**src/sv/mmks_pkg.sv**
```systemverilog
// Shared types and constants of the multi-mode key store.
// No dependencies; imported by every module of the block.
package mmks_pkg;

  localparam int Depth = 16;
  localparam int IdxW  = $clog2(Depth);
  localparam int CntW  = $clog2(Depth + 1);
  localparam int KeyW  = 32;
  localparam int CfgW  = 5;

  // action codes
  localparam logic [1:0] ACT_INSERT = 2'd0;
  localparam logic [1:0] ACT_REMOVE = 2'd1;
  localparam logic [1:0] ACT_SHOW   = 2'd2;

  // mode codes
  localparam logic [1:0] MODE_SORTED = 2'd0;
  localparam logic [1:0] MODE_LINEAR = 2'd1;
  localparam logic [1:0] MODE_STACK  = 2'd2;
  localparam logic [1:0] MODE_CIRC   = 2'd3;

  // configuration register indexes
  localparam logic CFG_MODE = 1'b0;
  localparam logic CFG_CAP  = 1'b1;

  // result kind codes
  localparam logic KIND_REMOVED = 1'b0;
  localparam logic KIND_LISTED  = 1'b1;

  typedef struct packed {
    logic                   valid;
    logic signed [KeyW-1:0] value;
    logic                   kind;
    logic                   last;
  } res_t;

endpackage

```
**src/sv/mmks_engine.sv**
```systemverilog
// Sequencer and slot memory of the key store for all four modes, with
// read-modify-write walks over the slots in sorted mode. Depends on mmks_pkg.
module mmks_engine import mmks_pkg::*; (
  input  logic                   clk_i,
  input  logic                   rst_ni,
  input  logic                   cfg_clr_i,
  input  logic [1:0]             mode_i,
  input  logic [CntW-1:0]        cap_i,
  input  logic                   in_valid_i,
  output logic                   in_stall_o,
  input  logic [1:0]             action_i,
  input  logic signed [KeyW-1:0] key_i,
  input  logic                   out_ready_i,
  output res_t                   push_o
);

  localparam logic [2:0] S_IDLE = 3'd0;
  localparam logic [2:0] S_SCAN = 3'd1;
  localparam logic [2:0] S_EMIT = 3'd2;
  localparam logic [2:0] S_POP  = 3'd3;
  localparam logic [2:0] S_SHOW = 3'd4;

  logic [2:0]      state_q, state_d;
  logic [IdxW-1:0] head_q, head_d, tail_q, tail_d, ptr_q, ptr_d;
  logic [CntW-1:0] occ_q, occ_d, idx_q, idx_d;
  logic            ins_q, ins_d, shift_q, shift_d;
  logic [KeyW-1:0] key_q, key_d, carry_q, carry_d;

  logic [KeyW-1:0] mem [Depth];
  logic [KeyW-1:0] rdata_q;
  logic            mem_we, mem_re;
  logic [IdxW-1:0] mem_wa, mem_ra;
  logic [KeyW-1:0] mem_wd;

  logic [CntW-1:0] idx_nxt, head_p1, tail_p1, ptr_p1;
  logic [IdxW-1:0] head_w, tail_w, ptr_w, ptr_nxt;
  logic            queue_mode, show_last;

  assign idx_nxt    = idx_q + CntW'(1);
  assign head_p1    = CntW'(head_q) + CntW'(1);
  assign tail_p1    = CntW'(tail_q) + CntW'(1);
  assign ptr_p1     = CntW'(ptr_q) + CntW'(1);
  // wrap at the configured capacity for the circular queue
  assign head_w     = (head_p1 == cap_i) ? '0 : head_p1[IdxW-1:0];
  assign tail_w     = (tail_p1 == cap_i) ? '0 : tail_p1[IdxW-1:0];
  assign ptr_w      = (ptr_p1 == cap_i) ? '0 : ptr_p1[IdxW-1:0];
  assign ptr_nxt    = (mode_i == MODE_CIRC) ? ptr_w : ptr_p1[IdxW-1:0];
  assign queue_mode = (mode_i == MODE_LINEAR) || (mode_i == MODE_CIRC);
  assign show_last  = (idx_nxt == occ_q);
  assign in_stall_o = (state_q != S_IDLE);

  always_comb begin
    state_d = state_q;
    head_d  = head_q;
    tail_d  = tail_q;
    ptr_d   = ptr_q;
    occ_d   = occ_q;
    idx_d   = idx_q;
    ins_d   = ins_q;
    shift_d = shift_q;
    key_d   = key_q;
    carry_d = carry_q;
    mem_we  = 1'b0;
    mem_wa  = idx_q[IdxW-1:0];
    mem_wd  = carry_q;
    mem_re  = 1'b0;
    mem_ra  = idx_nxt[IdxW-1:0];
    push_o  = '0;

    case (state_q)
      S_IDLE: begin
        if (in_valid_i) begin
          key_d   = key_i;
          carry_d = key_i;
          shift_d = 1'b0;
          idx_d   = '0;
          ins_d   = (action_i == ACT_INSERT);
          case (action_i)
            ACT_INSERT: begin
              case (mode_i)
                MODE_SORTED: begin
                  if (occ_q < cap_i) begin
                    state_d = S_SCAN;
                    mem_re  = 1'b1;
                    mem_ra  = '0;
                  end
                end
                MODE_LINEAR: begin
                  if (occ_q == '0) begin
                    head_d = '0;
                    tail_d = '0;
                    mem_we = 1'b1;
                    mem_wa = '0;
                    mem_wd = key_i;
                    occ_d  = occ_q + CntW'(1);
                  end else if (tail_p1 < cap_i) begin
                    tail_d = tail_p1[IdxW-1:0];
                    mem_we = 1'b1;
                    mem_wa = tail_p1[IdxW-1:0];
                    mem_wd = key_i;
                    occ_d  = occ_q + CntW'(1);
                  end
                end
                MODE_STACK: begin
                  if (occ_q < cap_i) begin
                    mem_we = 1'b1;
                    mem_wa = occ_q[IdxW-1:0];
                    mem_wd = key_i;
                    occ_d  = occ_q + CntW'(1);
                  end
                end
                default: begin
                  // circular queue keeps one slot free
                  if ((occ_q + CntW'(1)) < cap_i) begin
                    mem_we = 1'b1;
                    mem_wd = key_i;
                    occ_d  = occ_q + CntW'(1);
                    if (occ_q == '0) begin
                      head_d = '0;
                      tail_d = '0;
                      mem_wa = '0;
                    end else begin
                      tail_d = tail_w;
                      mem_wa = tail_w;
                    end
                  end
                end
              endcase
            end
            ACT_REMOVE: begin
              if (occ_q != '0) begin
                mem_re = 1'b1;
                if (mode_i == MODE_SORTED) begin
                  state_d = S_SCAN;
                  mem_ra  = '0;
                end else if (mode_i == MODE_STACK) begin
                  state_d = S_POP;
                  mem_ra  = occ_d[IdxW-1:0] - IdxW'(1);
                end else begin
                  state_d = S_POP;
                  mem_ra  = head_q;
                end
              end
            end
            ACT_SHOW: begin
              if (occ_q != '0) begin
                state_d = S_SHOW;
                ptr_d   = queue_mode ? head_q : '0;
                mem_re  = 1'b1;
                mem_ra  = queue_mode ? head_q : '0;
              end
            end
            default: ;
          endcase
        end
      end

      S_SCAN: begin
        if (ins_q) begin
          // walk up; once past the insert point every slot shifts up by one
          if (idx_q == occ_q) begin
            mem_we  = 1'b1;
            occ_d   = occ_q + CntW'(1);
            state_d = S_IDLE;
          end else if (!shift_q && (rdata_q == key_q)) begin
            state_d = S_IDLE;
          end else if (!shift_q && ($signed(rdata_q) < $signed(key_q))) begin
            idx_d  = idx_nxt;
            mem_re = 1'b1;
          end else begin
            mem_we  = 1'b1;
            carry_d = rdata_q;
            shift_d = 1'b1;
            idx_d   = idx_nxt;
            mem_re  = 1'b1;
          end
        end else begin
          // find the key, then move each later slot down by one
          if (idx_q == occ_q) begin
            state_d = shift_q ? S_EMIT : S_IDLE;
          end else begin
            idx_d  = idx_nxt;
            mem_re = 1'b1;
            if (shift_q) begin
              mem_we = 1'b1;
              mem_wa = idx_q[IdxW-1:0] - IdxW'(1);
              mem_wd = rdata_q;
            end else if (rdata_q == key_q) begin
              shift_d = 1'b1;
              carry_d = rdata_q;
            end
          end
        end
      end

      S_EMIT: begin
        if (out_ready_i) begin
          push_o  = '{valid: 1'b1, value: carry_q, kind: KIND_REMOVED, last: 1'b1};
          occ_d   = occ_q - CntW'(1);
          state_d = S_IDLE;
        end
      end

      S_POP: begin
        if (out_ready_i) begin
          push_o  = '{valid: 1'b1, value: rdata_q, kind: KIND_REMOVED, last: 1'b1};
          occ_d   = occ_q - CntW'(1);
          state_d = S_IDLE;
          if (queue_mode) begin
            if (occ_q == CntW'(1)) begin
              head_d = '0;
              tail_d = '0;
            end else begin
              head_d = (mode_i == MODE_CIRC) ? head_w : head_p1[IdxW-1:0];
            end
          end
        end
      end

      S_SHOW: begin
        // rdata holds while the output waits, since no new read is issued
        if (out_ready_i) begin
          push_o = '{valid: 1'b1, value: rdata_q, kind: KIND_LISTED, last: show_last};
          if (show_last) begin
            state_d = S_IDLE;
          end else begin
            idx_d  = idx_nxt;
            ptr_d  = ptr_nxt;
            mem_re = 1'b1;
            mem_ra = ptr_nxt;
          end
        end
      end

      default: state_d = S_IDLE;
    endcase

    if (cfg_clr_i) begin
      head_d = '0;
      tail_d = '0;
      occ_d  = '0;
    end
  end

  always_ff @(posedge clk_i or negedge rst_ni) begin
    if (!rst_ni) begin
      state_q <= S_IDLE;
      head_q  <= '0;
      tail_q  <= '0;
      occ_q   <= '0;
    end else begin
      state_q <= state_d;
      head_q  <= head_d;
      tail_q  <= tail_d;
      occ_q   <= occ_d;
    end
  end

  always_ff @(posedge clk_i) begin
    ptr_q   <= ptr_d;
    idx_q   <= idx_d;
    ins_q   <= ins_d;
    shift_q <= shift_d;
    key_q   <= key_d;
    carry_q <= carry_d;
  end

  always_ff @(posedge clk_i) begin
    if (mem_we) begin
      mem[mem_wa] <= mem_wd;
    end
    if (mem_re) begin
      rdata_q <= mem[mem_ra];
    end
  end

endmodule

```
**src/sv/mmks_obuf.sv**
```systemverilog
// Output register of the key store: holds one result item until taken.
// Depends on mmks_pkg.
module mmks_obuf import mmks_pkg::*; (
  input  logic                   clk_i,
  input  logic                   rst_ni,
  input  res_t                   push_i,
  output logic                   ready_o,
  output logic                   out_valid_o,
  input  logic                   out_stall_i,
  output logic signed [KeyW-1:0] value_o,
  output logic                   kind_o,
  output logic                   last_o
);

  logic                   valid_q, valid_d;
  logic signed [KeyW-1:0] value_q;
  logic                   kind_q, last_q;

  assign ready_o = !valid_q || !out_stall_i;
  assign valid_d = push_i.valid || (valid_q && out_stall_i);

  always_ff @(posedge clk_i or negedge rst_ni) begin
    if (!rst_ni) begin
      valid_q <= 1'b0;
    end else begin
      valid_q <= valid_d;
    end
  end

  always_ff @(posedge clk_i) begin
    if (push_i.valid) begin
      value_q <= push_i.value;
      kind_q  <= push_i.kind;
      last_q  <= push_i.last;
    end
  end

  assign out_valid_o = valid_q;
  assign value_o     = value_q;
  assign kind_o      = kind_q;
  assign last_o      = last_q;

endmodule

```
**src/sv/multi_mode_key_store.sv**
```systemverilog
// Multi-mode key store: a 16-slot store of signed 32-bit keys working as a
// sorted list, linear queue, stack or circular queue, selected by the mode
// register. Slots live in one memory with a single registered read port, and
// every slot read goes through it. Inserts in queue and stack modes write the
// slot directly from idle; a queue or stack remove reads the slot, then
// waits in the pop state until the output takes it. A sorted insert or
// remove walks the occupied slots in order. Show emits one result item per
// cycle while the output is not stalled. The output register lets a new item
// be accepted while the last result waits. Writing mode or capacity empties
// the store; write them only while the block is idle.
module multi_mode_key_store import mmks_pkg::*; (
  input  logic                   clk_i,
  input  logic                   rst_ni,
  input  logic                   cfg_we_i,
  input  logic                   cfg_index_i,
  input  logic [CfgW-1:0]        cfg_data_i,
  input  logic                   in_valid_i,
  output logic                   in_stall_o,
  input  logic [1:0]             action_i,
  input  logic signed [KeyW-1:0] key_i,
  output logic                   out_valid_o,
  input  logic                   out_stall_i,
  output logic signed [KeyW-1:0] value_o,
  output logic                   kind_o,
  output logic                   last_o
);

  logic [1:0]      mode_q, mode_d;
  logic [CfgW-1:0] cap_q, cap_d;
  logic [CntW-1:0] eff_cap;
  logic            out_ready;
  res_t            push;

  always_comb begin
    mode_d = mode_q;
    cap_d  = cap_q;
    if (cfg_we_i) begin
      case (cfg_index_i)
        CFG_MODE: mode_d = cfg_data_i[1:0];
        CFG_CAP:  cap_d  = cfg_data_i;
        default:  ;
      endcase
    end
  end

  always_ff @(posedge clk_i or negedge rst_ni) begin
    if (!rst_ni) begin
      mode_q <= MODE_SORTED;
      cap_q  <= CfgW'(16);
    end else begin
      mode_q <= mode_d;
      cap_q  <= cap_d;
    end
  end

  // zero means one, anything above the depth means the depth
  always_comb begin
    if (cap_q == '0) begin
      eff_cap = CntW'(1);
    end else if (32'(cap_q) > Depth) begin
      eff_cap = CntW'(Depth);
    end else begin
      eff_cap = CntW'(cap_q);
    end
  end

  mmks_engine u_engine (
    .clk_i       (clk_i),
    .rst_ni      (rst_ni),
    .cfg_clr_i   (cfg_we_i),
    .mode_i      (mode_q),
    .cap_i       (eff_cap),
    .in_valid_i  (in_valid_i),
    .in_stall_o  (in_stall_o),
    .action_i    (action_i),
    .key_i       (key_i),
    .out_ready_i (out_ready),
    .push_o      (push)
  );

  mmks_obuf u_obuf (
    .clk_i       (clk_i),
    .rst_ni      (rst_ni),
    .push_i      (push),
    .ready_o     (out_ready),
    .out_valid_o (out_valid_o),
    .out_stall_i (out_stall_i),
    .value_o     (value_o),
    .kind_o      (kind_o),
    .last_o      (last_o)
  );

endmodule
```
**config.mk**
```make
export PLATFORM = sky130hd
export DESIGN_NAME = multi_mode_key_store
export DESIGN_NICKNAME = d
export VERILOG_FILES = /design/src/sv/mmks_pkg.sv /design/src/sv/mmks_engine.sv /design/src/sv/mmks_obuf.sv /design/src/sv/multi_mode_key_store.sv
export SDC_FILE = /design/constraint.sdc
export NUM_CORES = 1
export LEC_CHECK = 0
export ABC_AREA = 1
export BUFFER_PORTS_ARGS = -buffer_cell sky130_fd_sc_hd__buf_4
export CAP_MARGIN = 20
export CELL_PAD_IN_SITES_DETAIL_PLACEMENT = 1
export CELL_PAD_IN_SITES_GLOBAL_PLACEMENT = 2
export CORE_MARGIN = 4
export CORE_UTILIZATION = 42
export CTS_CLUSTER_DIAMETER = 30
export DETAILED_ROUTE_END_ITERATION = 16
export GPL_ROUTABILITY_DRIVEN = 0
export PLACE_DENSITY_LB_ADDON = 0.25
export SYNTH_ARGS = -nofsm -noshare
export SYNTH_HDL_FRONTEND = slang
export SYNTH_SLANG_ARGS = --single-unit
```
**constraint.sdc**
```tcl
create_clock -name clk_i -period 5.3 [get_ports clk_i]
set_clock_uncertainty 0.1 [all_clocks]
set_input_delay 0.53 -clock clk_i [delete_from_list [all_inputs] [get_ports clk_i]]
set_output_delay 0.53 -clock clk_i [all_outputs]
set_load 0.005 [all_outputs]
```
==> out/qor.txt, run 1 <==
=====================================================================================
Path category of the worst min-delay check                               input pin to flop
Share of post-route cells with drive strength above 1                           0.142
Final Cycle Share                                                               0.830
Critical path capture point type                                                 flop
Reg2reg end                                                              u_engine.mem[12][25]$_DFFE_PP_
Initial DRT Pass Iterations                                                         6
Number of enable flip-flop cells after synthesis                                  653
Syn nets                                                                         3091
Clock slew at reported path FFs                                               0.05 ns
Unrepaired setup endpoints after global routing                                 false
Maximum clock path buffer count                                                     3
Sum of routed wire length over all layers                                      105 mm
FMAX                                                                          227 MHz
Global-route congestion overflow total                                              0
Number of buffers created by CTS                                                  153
Filler cell count                                                                7825
TritonCTS clock tree                                                            built
Level count of the clock H-tree                                                     4
Die height                                                                     282 um
Critical path class                                                      flop to flop
Antenna violations before repair                                                    3
Post-synthesis area per instance                                             10.5 um2
Critical path startpoint category                                                flop
Post-layout min period                                                        4.40 ns
Hpwl dp                                                                       62.2 mm
Width of the die                                                               282 um
Diode count                                                                         0
Post-synthesis sequential area ratio                                            0.642
Pin count of the biggest net entering global routing                              171
Cell count of the worst reg-to-reg path                                            11
Overall track demand over capacity in global routing                            0.263
Commonest cells after routing, fill and taps aside                       sky130_fd_sc_hd__nand3_1, sky130_fd_sc_hd__nand2_1, sky130_fd_sc_hd__edfxtp_1
Worst reg2reg startpoint                                                 cap_q[4]$_DFFE_PN1P_
Slew margin rel.                                                                0.261
Hold_sp                                                                   out_stall_i
Critical path peak fanout                                                          31
Post-synthesis cell area                                                    31500 um2
PostCTS Resize Cnt                                                                  0
Most frequent standard cell in the layout excluding fill and tap cells   sky130_fd_sc_hd__nand3_1
Average wire per standard cell                                                24.7 um
Die area                                                                    79400 um2
Status                                                                   finished clean
Clock latency on the worst-skew pair                                          0.74 ns
Count of mapped cells out of synthesis                                           2988
Via count of the first global-routing pass                                      26377
Synth warn                                                                          0
Final setup violation count                                                         0
Hold path depth                                                                     4
Effective utilization at floorplan                                              0.423
TritonCTS Sinks                                                                   677
Setup tns final                                                                  0 ns
DRC                                                                                 0
Final count of pins violating max slew                                              0
Yosys cell types                                                                   49
Pin slew with the least headroom to its limit                                 1.10 ns
Routed via count divided by cell count                                           5.84
Area growth, synth to finish                                                    23.9%
# IOs                                                                              81
DR iter-0 viols                                                                  2139
Max-cap violation count                                                             0
Worst min-delay path endpoint                                            u_obuf.out_valid_o$_DFF_PN0_
CTS Root Buffer Type                                                     sky130_fd_sc_hd__clkbuf_16
Vias after detailed routing                                                     24794
Wire length of the first global-routing pass                                   159 mm
Leading register cell type out of synthesis                              sky130_fd_sc_hd__edfxtp_1
Total of flip-flops plus latches after synthesis                                  677
Worst EP arrival                                                              4.69 ns
Hold Vio Cnt, Final                                                                 0
Register-to-register setup slack                                              0.90 ns
Port-buffer cells                                                                  80
Worst Path Required                                                           5.59 ns
Detail Route Antenna Nets                                                           0
Net count of the finished layout                                                 3253
Floorplan Core Area                                                         74300 um2
Num rows                                                                          100
Asr flop ratio synth                                                           0.0355
=====================================================================================
## metrics by stage
| step | utilization | cell area (um2) | std cells | hold WS [ns] | setup slack [ns] |
|---|---|---|---|---|---|
| 2_1_floorplan | - | 31500 | 2988 | 0.134 | 0.939 |
| 3_3_place_gp | 0.448 | 33300 | 3921 | 0.361 | 1.11 |
| 3_5_place_dp | 0.448 | 33300 | 3921 | 0.378 | 0.971 |
| 4_1_cts | 0.524 | 39000 | 4246 | 0.0975 | 0.887 |
| 5_1_grt | 0.525 | 39000 | 4249 | 0.145 | 0.556 |
| 6_report | 0.525 | 39000 | 4249 | 0.131 | 0.901 |
## flip-flops by register name (all words and copies together), names as in the netlist, 5 cells and up
signal / flops
u_engine.mem: 512
u_engine.carry_q: 32
u_engine.key_q: 32
u_engine.rdata_q: 32
u_obuf.value_o: 32
cap_q: 5
u_engine.idx_q: 5
u_engine.occ_q: 5
## worst max-delay path by stage
stage	to	cells past startpoint	from	slack, ns
final	u_engine.mem[12][25]$_DFFE_PP_	11	cap_q[4]$_DFFE_PN1P_	0.90
after global routing	u_engine.mem[7][26]$_DFFE_PP_	19	u_engine.occ_q[1]$_DFFE_PN0P_	0.56
after CTS	u_engine.mem[2][28]$_DFFE_PP_	11	cap_q[4]$_DFFE_PN1P_	0.89
after detailed placement	u_engine.mem[15][28]$_DFFE_PP_	11	cap_q[4]$_DFFE_PN1P_	0.97
after global placement	u_engine.mem[5][24]$_DFFE_PP_	11	cap_q[4]$_DFFE_PN1P_	1.11
after floorplan	u_engine.mem[0][0]$_DFFE_PP_	21	u_engine.occ_q[0]$_DFFE_PN0P_	0.94
## critical path: stages, from the launching register on
cell	delay, ns
sky130_fd_sc_hd__dfstp_2	0.55
sky130_fd_sc_hd__inv_2	0.11
sky130_fd_sc_hd__nand2_1	0.24
sky130_fd_sc_hd__ha_1	0.30
sky130_fd_sc_hd__a21oi_1	0.14
sky130_fd_sc_hd__o21a_1	0.17
sky130_fd_sc_hd__nand3_1	0.35
sky130_fd_sc_hd__o21ai_4	0.98
sky130_fd_sc_hd__nand3_1	0.18
sky130_fd_sc_hd__o221ai_1	0.14
sky130_fd_sc_hd__nand2_1	0.07
sky130_fd_sc_hd__nand2_1	0.68
## repair_timing
item | 4_1_cts | 5_1_grt
hold buffers | 40 | 0
buffers inserted | 0 | 0
endpoints found under the hold margin | 70 | 0
## layer usage
metal / up-vias / share of wire / track usage
met5: - / 0.00012 / 0
met4: 2 / 0.027 / 0.0935
met3: 204 / 0.063 / 0.0484
met2: 870 / 0.47 / 0.421
met1: 12673 / 0.44 / 0.364
li1: 11045 / - / -
## Yosys cell counts, types with 2 or more instances
master,number,share of area
sky130_fd_sc_hd__o2111ai_1,2,0.00056
sky130_fd_sc_hd__inv_2,15,0.0018
sky130_fd_sc_hd__inv_1,176,0.021
sky130_fd_sc_hd__nor4_1,5,0.00099
sky130_fd_sc_hd__o31ai_1,3,0.00072
sky130_fd_sc_hd__o22ai_1,10,0.0020
sky130_fd_sc_hd__o221ai_1,27,0.0075
sky130_fd_sc_hd__dfrtp_1,23,0.018
sky130_fd_sc_hd__edfxtp_1,653,0.62
sky130_fd_sc_hd__nand2_1,703,0.084
sky130_fd_sc_hd__ha_1,58,0.023
sky130_fd_sc_hd__a21boi_0,2,0.00048
sky130_fd_sc_hd__o211ai_1,6,0.0014
sky130_fd_sc_hd__o32ai_1,28,0.0078
sky130_fd_sc_hd__nor2_1,85,0.010
sky130_fd_sc_hd__o21bai_1,2,0.00048
sky130_fd_sc_hd__xnor2_1,2,0.00056
sky130_fd_sc_hd__o21a_1,3,0.00072
sky130_fd_sc_hd__clkbuf_1,82,0.0098
sky130_fd_sc_hd__a21oi_1,52,0.0083
sky130_fd_sc_hd__nor3_1,7,0.0011
sky130_fd_sc_hd__a22oi_1,28,0.0067
sky130_fd_sc_hd__o21ai_1,5,0.00080
sky130_fd_sc_hd__nor3_2,2,0.00064
sky130_fd_sc_hd__or2_2,2,0.00040
sky130_fd_sc_hd__nor2_2,3,0.00060
sky130_fd_sc_hd__a31oi_1,5,0.00099
sky130_fd_sc_hd__buf_4,37,0.0088
sky130_fd_sc_hd__buf_1,10,0.0012
sky130_fd_sc_hd__a211oi_1,4,0.00095
sky130_fd_sc_hd__nand3b_1,3,0.00072
sky130_fd_sc_hd__a21oi_2,2,0.00056
sky130_fd_sc_hd__nand4_1,13,0.0026
sky130_fd_sc_hd__clkinv_1,2,0.00024
sky130_fd_sc_hd__nand3_1,748,0.12
sky130_fd_sc_hd__buf_2,58,0.0092
sky130_fd_sc_hd__o21ai_0,94,0.015
sky130_fd_sc_hd__xor2_1,11,0.0031
sky130_fd_sc_hd__nand3_2,2,0.00064
sky130_fd_sc_hd__nand2_2,6,0.0012
## logic make-up (layout without fill, tap and decap cells)
family | after synthesis | in the layout | synth area share
adders and majority gates | 58 | 58 | 0.0231
DFF | 677 | 677 | 0.642
xor gates and xnor gates | 13 | 13 | 0.00362
AOI/OAI and AO/OA | 275 | 275 | 0.0554
buffers and inverters | 382 | 674 | 0.0526
muxes | 1 | 1 | 0.000358
and+or+nand+nor | 1582 | 1582 | 0.223
## cell type report
type,count,area (um2),share of cell area
Multi-Input combinational cell,1929,9820,0.252
Clock buffer,176,3970,0.102
Inverter,194,731,0.0187
Timing Repair Buffer,195,1740,0.0446
Tap cell,969,1210,0.0311
Sequential cell,677,20200,0.518
Clock inverter,109,1320,0.0338
Power of run 1 is left out: the tool's default activity adds up to more than one toggle a clock period on the data nets, which glitch-free logic cannot reach.
==> run 2, diff against run 1 <==
- clock period: 5.3 -> 4.4 ns (I/O delays scaled with it)
==> out/qor.txt, run 2 (synthesized netlist as in run 1, its figures left out) <==
========================================================================================
Overall track demand over capacity in global routing                               0.266
Diode count                                                                            0
Number of buffers created by CTS                                                     151
Final WS setup                                                                  0.219 ns
Critical path capture point type                                                    flop
Critical path class                                                         flop to flop
CTS Root Buffer Type                                                        sky130_fd_sc_hd__clkbuf_16
DP Area                                                                        34000 um2
Cells along the critical path                                               ha_1 -> nand2_1 -> nor2_1 -> xor2_1 -> ha_1 -> nand2_1 -> nor2_1 -> a211oi_1 -> nand2_2 -> inv_1 -> nor2_1 -> nand2_1 -> nand3_1 -> o21ai_0 -> nand3_1 -> a21oi_1 -> nand2_1 -> nor2_4 -> buf_12
Width of the die                                                                  282 um
Sum of routed wire length over all layers                                         106 mm
Final Cycle Share                                                                  0.950
FMAX                                                                             239 MHz
Final count of pins violating max slew                                                 0
Floorplan Core Area                                                            74300 um2
Share of post-route cells with drive strength above 1                              0.153
Filler cell count                                                                   7828
Effective utilization at floorplan                                                 0.423
Area of combinational cells with multiple inputs                                9820 um2
Hold Vio Cnt, Final                                                                    0
Worst slack at placement                                                       0.0770 ns
DR iter-0 viols                                                                     2269
Commonest cells after routing, fill and taps aside                          sky130_fd_sc_hd__nand3_1, sky130_fd_sc_hd__nand2_1, sky130_fd_sc_hd__edfxtp_1
Final setup violation count                                                            0
Most frequent standard cell in the layout excluding fill and tap cells      sky130_fd_sc_hd__nand3_1
Maximum clock path buffer count                                                        3
Number of flip-flops in the largest register                                         512
Level count of the clock H-tree                                                        4
Die height                                                                        282 um
Port-buffer cells                                                                     80
CP max-delay cell                                                           sky130_fd_sc_hd__dfrtp_1
Setup tns final                                                                     0 ns
Global-route congestion overflow total                                                 0
Status                                                                      finished clean
Wire length of the first global-routing pass                                      160 mm
Initial DRT Pass Iterations                                                            5
Clock slew at reported path FFs                                                  0.04 ns
Clock latency on the worst-skew pair                                             0.72 ns
Most frequent cell on the critical path                                     sky130_fd_sc_hd__nand2_1
Net count of the finished layout                                                    3311
Category of cells accounting for the largest share of critical-path delay   simple AND/OR/NAND/NOR gates
TritonCTS clock tree                                                               built
Critical path startpoint category                                                   flop
Num rows                                                                             100
Hpwl dp                                                                          66.4 mm
Routed via count divided by cell count                                              5.81
Area growth, synth to finish                                                       26.1%
Path category of the worst min-delay check                                  input pin to asynchronous set/reset pin
Post-layout min period                                                           4.18 ns
Critical path peak fanout                                                             14
Vias after detailed routing                                                        24968
# IOs                                                                                 81
Worst EP arrival                                                                 4.49 ns
Pin slew with the least headroom to its limit                                   0.959 ns
Pin count of the biggest net entering global routing                                  98
Via count of the first global-routing pass                                         26145
Average wire per standard cell                                                   24.8 um
Final Cell Area                                                                39700 um2
Antenna violations before repair                                                       7
Register-to-register setup slack                                                 0.22 ns
DRC                                                                                    0
Count of buffer and inverter cells on the critical path                                2
Die area                                                                       79400 um2
Worst Path Required                                                              4.71 ns
TritonCTS Sinks                                                                      677
Flip-flop and latch area                                                       20200 um2
Detail Route Antenna Nets                                                              0
Delay of the slowest cell on the worst path                                      0.46 ns
Register bank with the most flops                                           u_engine.mem
Slew margin rel.                                                                   0.359
Max-cap violation count                                                                0
========================================================================================
[run 2: cell count changes in the layout (fill, tap and decap cells not counted), moves of 3 or more]
cell | previous run | this run
sky130_fd_sc_hd__buf_12 | 14 | 40
sky130_fd_sc_hd__buf_6 | 0 | 3
sky130_fd_sc_hd__buf_4 | 141 | 172
sky130_fd_sc_hd__inv_16 | 5 | 2
sky130_fd_sc_hd__clkinv_2 | 33 | 25
sky130_fd_sc_hd__clkinvlp_4 | 16 | 8
sky130_fd_sc_hd__clkinv_16 | 7 | 2
sky130_fd_sc_hd__bufinv_16 | 18 | 23
sky130_fd_sc_hd__clkinv_1 | 21 | 31
[run 2: what timing repair did]
action,in CTS,in global routing
setup buffers,0,11
hold buffers,40,0
endpoints found under the hold margin,89,0
gates resized for setup,0,7
endpoints found under the setup margin,0,307
[run 2: per-stage QoR]
step	hold slack [ns]	cells	utilization
4_1_cts	0.0541	4288	0.532
5_1_grt	0.106	4299	0.534
6_report	0.0882	4299	0.534
3_5_place_dp	0.280	3973	0.457
2_1_floorplan	0.0444	2988	-
3_3_place_gp	0.266	3973	0.457
[run 2: worst reg2reg max path: cells and delay by family, from the launching register on]
kind	cells	cell delay, ns
xor+xnor	1	0.22
buf+inv	2	0.30
fa+ha+maj	2	0.49
flops	1	0.46
simple gates	11	1.65
compound gates	3	0.67
[run 2: per-layer routing]
layer  part of all wire  wire length (um)  track usage
met2               0.47             50000        0.431
met3              0.069              7380       0.0484
met4              0.025              2700       0.0880
met1               0.44             46300        0.367
met5            0.00025                27            0
[run 2: cell type report]
| class | instances | share of cell area |
|---|---|---|
| Inverter | 194 | 0.0184 |
| Clock buffer | 174 | 0.0995 |
| Multi-Input combinational cell | 1929 | 0.248 |
| Timing Repair Buffer | 255 | 0.0637 |
| Sequential cell | 677 | 0.509 |
| Tap cell | 969 | 0.0306 |
| Clock inverter | 101 | 0.0308 |
[run 2: worst paths after layout]
check                                                    from                            end  cells past startpoint
max in group asynchronous                              rst_ni           cap_q[4]$_DFFE_PN1P_                      2
worst max register to register  u_engine.occ_q[0]$_DFFE_PN0P_   u_engine.mem[7][9]$_DFFE_PP_                     19
worst min register to register           cap_q[0]$_DFFE_PN0P_           cap_q[0]$_DFFE_PN0P_                      2
min in group clk_i                                   cfg_we_i           cap_q[4]$_DFFE_PN1P_                      3
worst max-delay path            u_engine.occ_q[0]$_DFFE_PN0P_   u_engine.mem[7][9]$_DFFE_PP_                     19
worst min-delay path                                   rst_ni  u_engine.occ_q[2]$_DFFE_PN0P_                      2
Power of run 2 is left out for the same reason.
==> run 3, diff against run 2 <==
- BUFFER_PORTS_ARGS: -buffer_cell sky130_fd_sc_hd__buf_4 -> unset
- CORE_UTILIZATION: 42 -> 43
- DONT_BUFFER_PORTS: unset -> 1
==> out/qor.txt, run 3 (synthesized netlist as in run 1, its figures left out) <==
========================================================================================
Status                                                                      finished clean
Most frequent standard cell in the layout excluding fill and tap cells      sky130_fd_sc_hd__nand3_1
Pin slew with the least headroom to its limit                                   0.869 ns
Pin count of the biggest net entering global routing                                 128
Effective utilization at floorplan                                                 0.437
Final WS setup                                                                  0.306 ns
DR iter-0 viols                                                                     2261
Area of combinational cells with multiple inputs                                9830 um2
DRC                                                                                    0
Via count of the first global-routing pass                                         26382
Hpwl dp                                                                          63.2 mm
Area growth, synth to finish                                                       23.8%
Level count of the clock H-tree                                                        4
Average wire per standard cell                                                   25.6 um
Final Cycle Share                                                                  0.930
Worst Path Required                                                              4.68 ns
Count of buffer and inverter cells on the critical path                                2
FMAX                                                                             244 MHz
Worst slack at placement                                                        0.184 ns
Final setup violation count                                                            0
Slew margin rel.                                                                   0.419
Global-route congestion overflow total                                                 0
Critical path startpoint category                                                   flop
Overall track demand over capacity in global routing                               0.273
Detail Route Antenna Nets                                                              0
Port-buffer cells                                                                      0
Maximum clock path buffer count                                                        3
Hold Vio Cnt, Final                                                                    0
Critical path class                                                         flop to flop
Category of cells accounting for the largest share of critical-path delay   simple AND/OR/NAND/NOR gates
Vias after detailed routing                                                        24800
Initial DRT Pass Iterations                                                            5
Cells along the critical path                                               ha_1 -> nand2_1 -> nor2_1 -> xor2_1 -> ha_1 -> nand2_1 -> nor2_1 -> a211oi_1 -> nand2_2 -> inv_1 -> nor2_1 -> nand2_1 -> nand3_1 -> o21ai_0 -> nand3_1 -> a21oi_1 -> nand2_1 -> nor2_4 -> buf_12
Num rows                                                                              98
Clock latency on the worst-skew pair                                             0.72 ns
Floorplan Core Area                                                            72000 um2
Flip-flop and latch area                                                       20200 um2
Die area                                                                       77600 um2
Register bank with the most flops                                           u_engine.mem
Number of buffers created by CTS                                                     155
Die height                                                                        279 um
Number of flip-flops in the largest register                                         512
Register-to-register setup slack                                                 0.31 ns
Share of post-route cells with drive strength above 1                              0.127
Delay of the slowest cell on the worst path                                      0.45 ns
Final core utilization                                                             0.541
Most frequent cell on the critical path                                     sky130_fd_sc_hd__nand2_1
CTS Root Buffer Type                                                        sky130_fd_sc_hd__clkbuf_16
Unrepaired setup endpoints after global routing                                    false
Path category of the worst min-delay check                                  input pin to flop
Setup tns final                                                                     0 ns
Sum of routed wire length over all layers                                         107 mm
Routed via count divided by cell count                                              5.92
Filler cell count                                                                   7501
Net count of the finished layout                                                    3215
Max-cap violation count                                                                0
Commonest cells after routing, fill and taps aside                          sky130_fd_sc_hd__nand3_1, sky130_fd_sc_hd__nand2_1, sky130_fd_sc_hd__edfxtp_1
Wire length of the first global-routing pass                                      163 mm
Final count of pins violating max slew                                                 0
Worst EP arrival                                                                 4.38 ns
TritonCTS clock tree                                                               built
Width of the die                                                                  279 um
Critical path capture point type                                                    flop
# IOs                                                                                 81
Critical path peak fanout                                                             25
TritonCTS Sinks                                                                      677
Antenna violations before repair                                                       3
CP max-delay cell                                                           sky130_fd_sc_hd__dfrtp_1
Clock slew at reported path FFs                                                  0.04 ns
Post-layout min period                                                           4.09 ns
========================================================================================
-- run 3: cell count changes in the layout (fill, tap and decap cells not counted), sizes merged --
cell / change
inv: +3
clkinv: -5
clkbuf: +5
clkinvlp: +3
diode: +2
buf: -105
bufinv: -2
dlygate4sd3: +5
-- run 3: final cells by class --
type	instances	share of cell area
Sequential cell	677	0.519
Multi-Input combinational cell	1929	0.252
Clock buffer	179	0.104
Timing Repair Buffer	155	0.0463
Tap cell	950	0.0305
Clock inverter	100	0.0295
Inverter	194	0.0187
Antenna cell	2	0.000128
-- run 3: worst reg2reg max path, cell delays in order, from the launching register on --
cell and delay (ns):
sky130_fd_sc_hd__dfrtp_1 0.45, sky130_fd_sc_hd__ha_1 0.21, sky130_fd_sc_hd__nand2_1 0.07, sky130_fd_sc_hd__nor2_1 0.14
sky130_fd_sc_hd__xor2_1 0.22, sky130_fd_sc_hd__ha_1 0.28, sky130_fd_sc_hd__nand2_1 0.10, sky130_fd_sc_hd__nor2_1 0.05
sky130_fd_sc_hd__a211oi_1 0.23, sky130_fd_sc_hd__nand2_2 0.18, sky130_fd_sc_hd__inv_1 0.11, sky130_fd_sc_hd__nor2_1 0.09
sky130_fd_sc_hd__nand2_1 0.11, sky130_fd_sc_hd__nand3_1 0.07, sky130_fd_sc_hd__o21ai_0 0.20, sky130_fd_sc_hd__nand3_1 0.17
sky130_fd_sc_hd__a21oi_1 0.17, sky130_fd_sc_hd__nand2_1 0.27, sky130_fd_sc_hd__nor2_4 0.24, sky130_fd_sc_hd__buf_12 0.24
-- run 3: layer usage --
layer / GRT usage / vias to the layer above / routed length [um]
li1: - / 10984 / -
met1: 0.380 / 12670 / 46800
met2: 0.438 / 950 / 50800
met3: 0.0522 / 196 / 7230
met4: 0.0849 / 0 / 2420
met5: 0 / - / 0
-- run 3: metrics by stage --
stage | cells | hold WS, ns | area (um2)
floorplan | 2988 | 0.0444 | 31500
global placement | 3852 | 0.0451 | 33100
detailed placement | 3853 | 0.0452 | 33200
CTS | 4178 | 0.00315 | 38800
global route | 4184 | 0.0215 | 39000
finish | 4186 | 0.0399 | 39000
-- run 3: final timing paths --
check                                                     start                         endpoint  cells after the start
worst max-delay path              u_engine.occ_q[1]$_DFFE_PN0P_     u_engine.mem[5][1]$_DFFE_PP_                     19
max in group asynchronous                                rst_ni             cap_q[4]$_DFFE_PN1P_                      2
min in group asynchronous                                rst_ni   u_engine.head_q[1]$_DFFE_PN0P_                      2
worst max register to register    u_engine.occ_q[1]$_DFFE_PN0P_     u_engine.mem[5][1]$_DFFE_PP_                     19
worst min register to register  u_engine.state_q[0]$_DFFE_PN0P_  u_engine.state_q[0]$_DFFE_PN0P_                      2
worst min-delay path                                 in_valid_i     u_engine.key_q[31]$_DFFE_PP_                      2
-- run 3: repair_timing --
action	CTS	global route
endpoints found under the setup margin	0	227
buffers inserted	0	6
hold buffers	46	0
resized for setup	0	4
endpoints found under the hold margin	96	0
Power of run 3 is left out for the same reason.
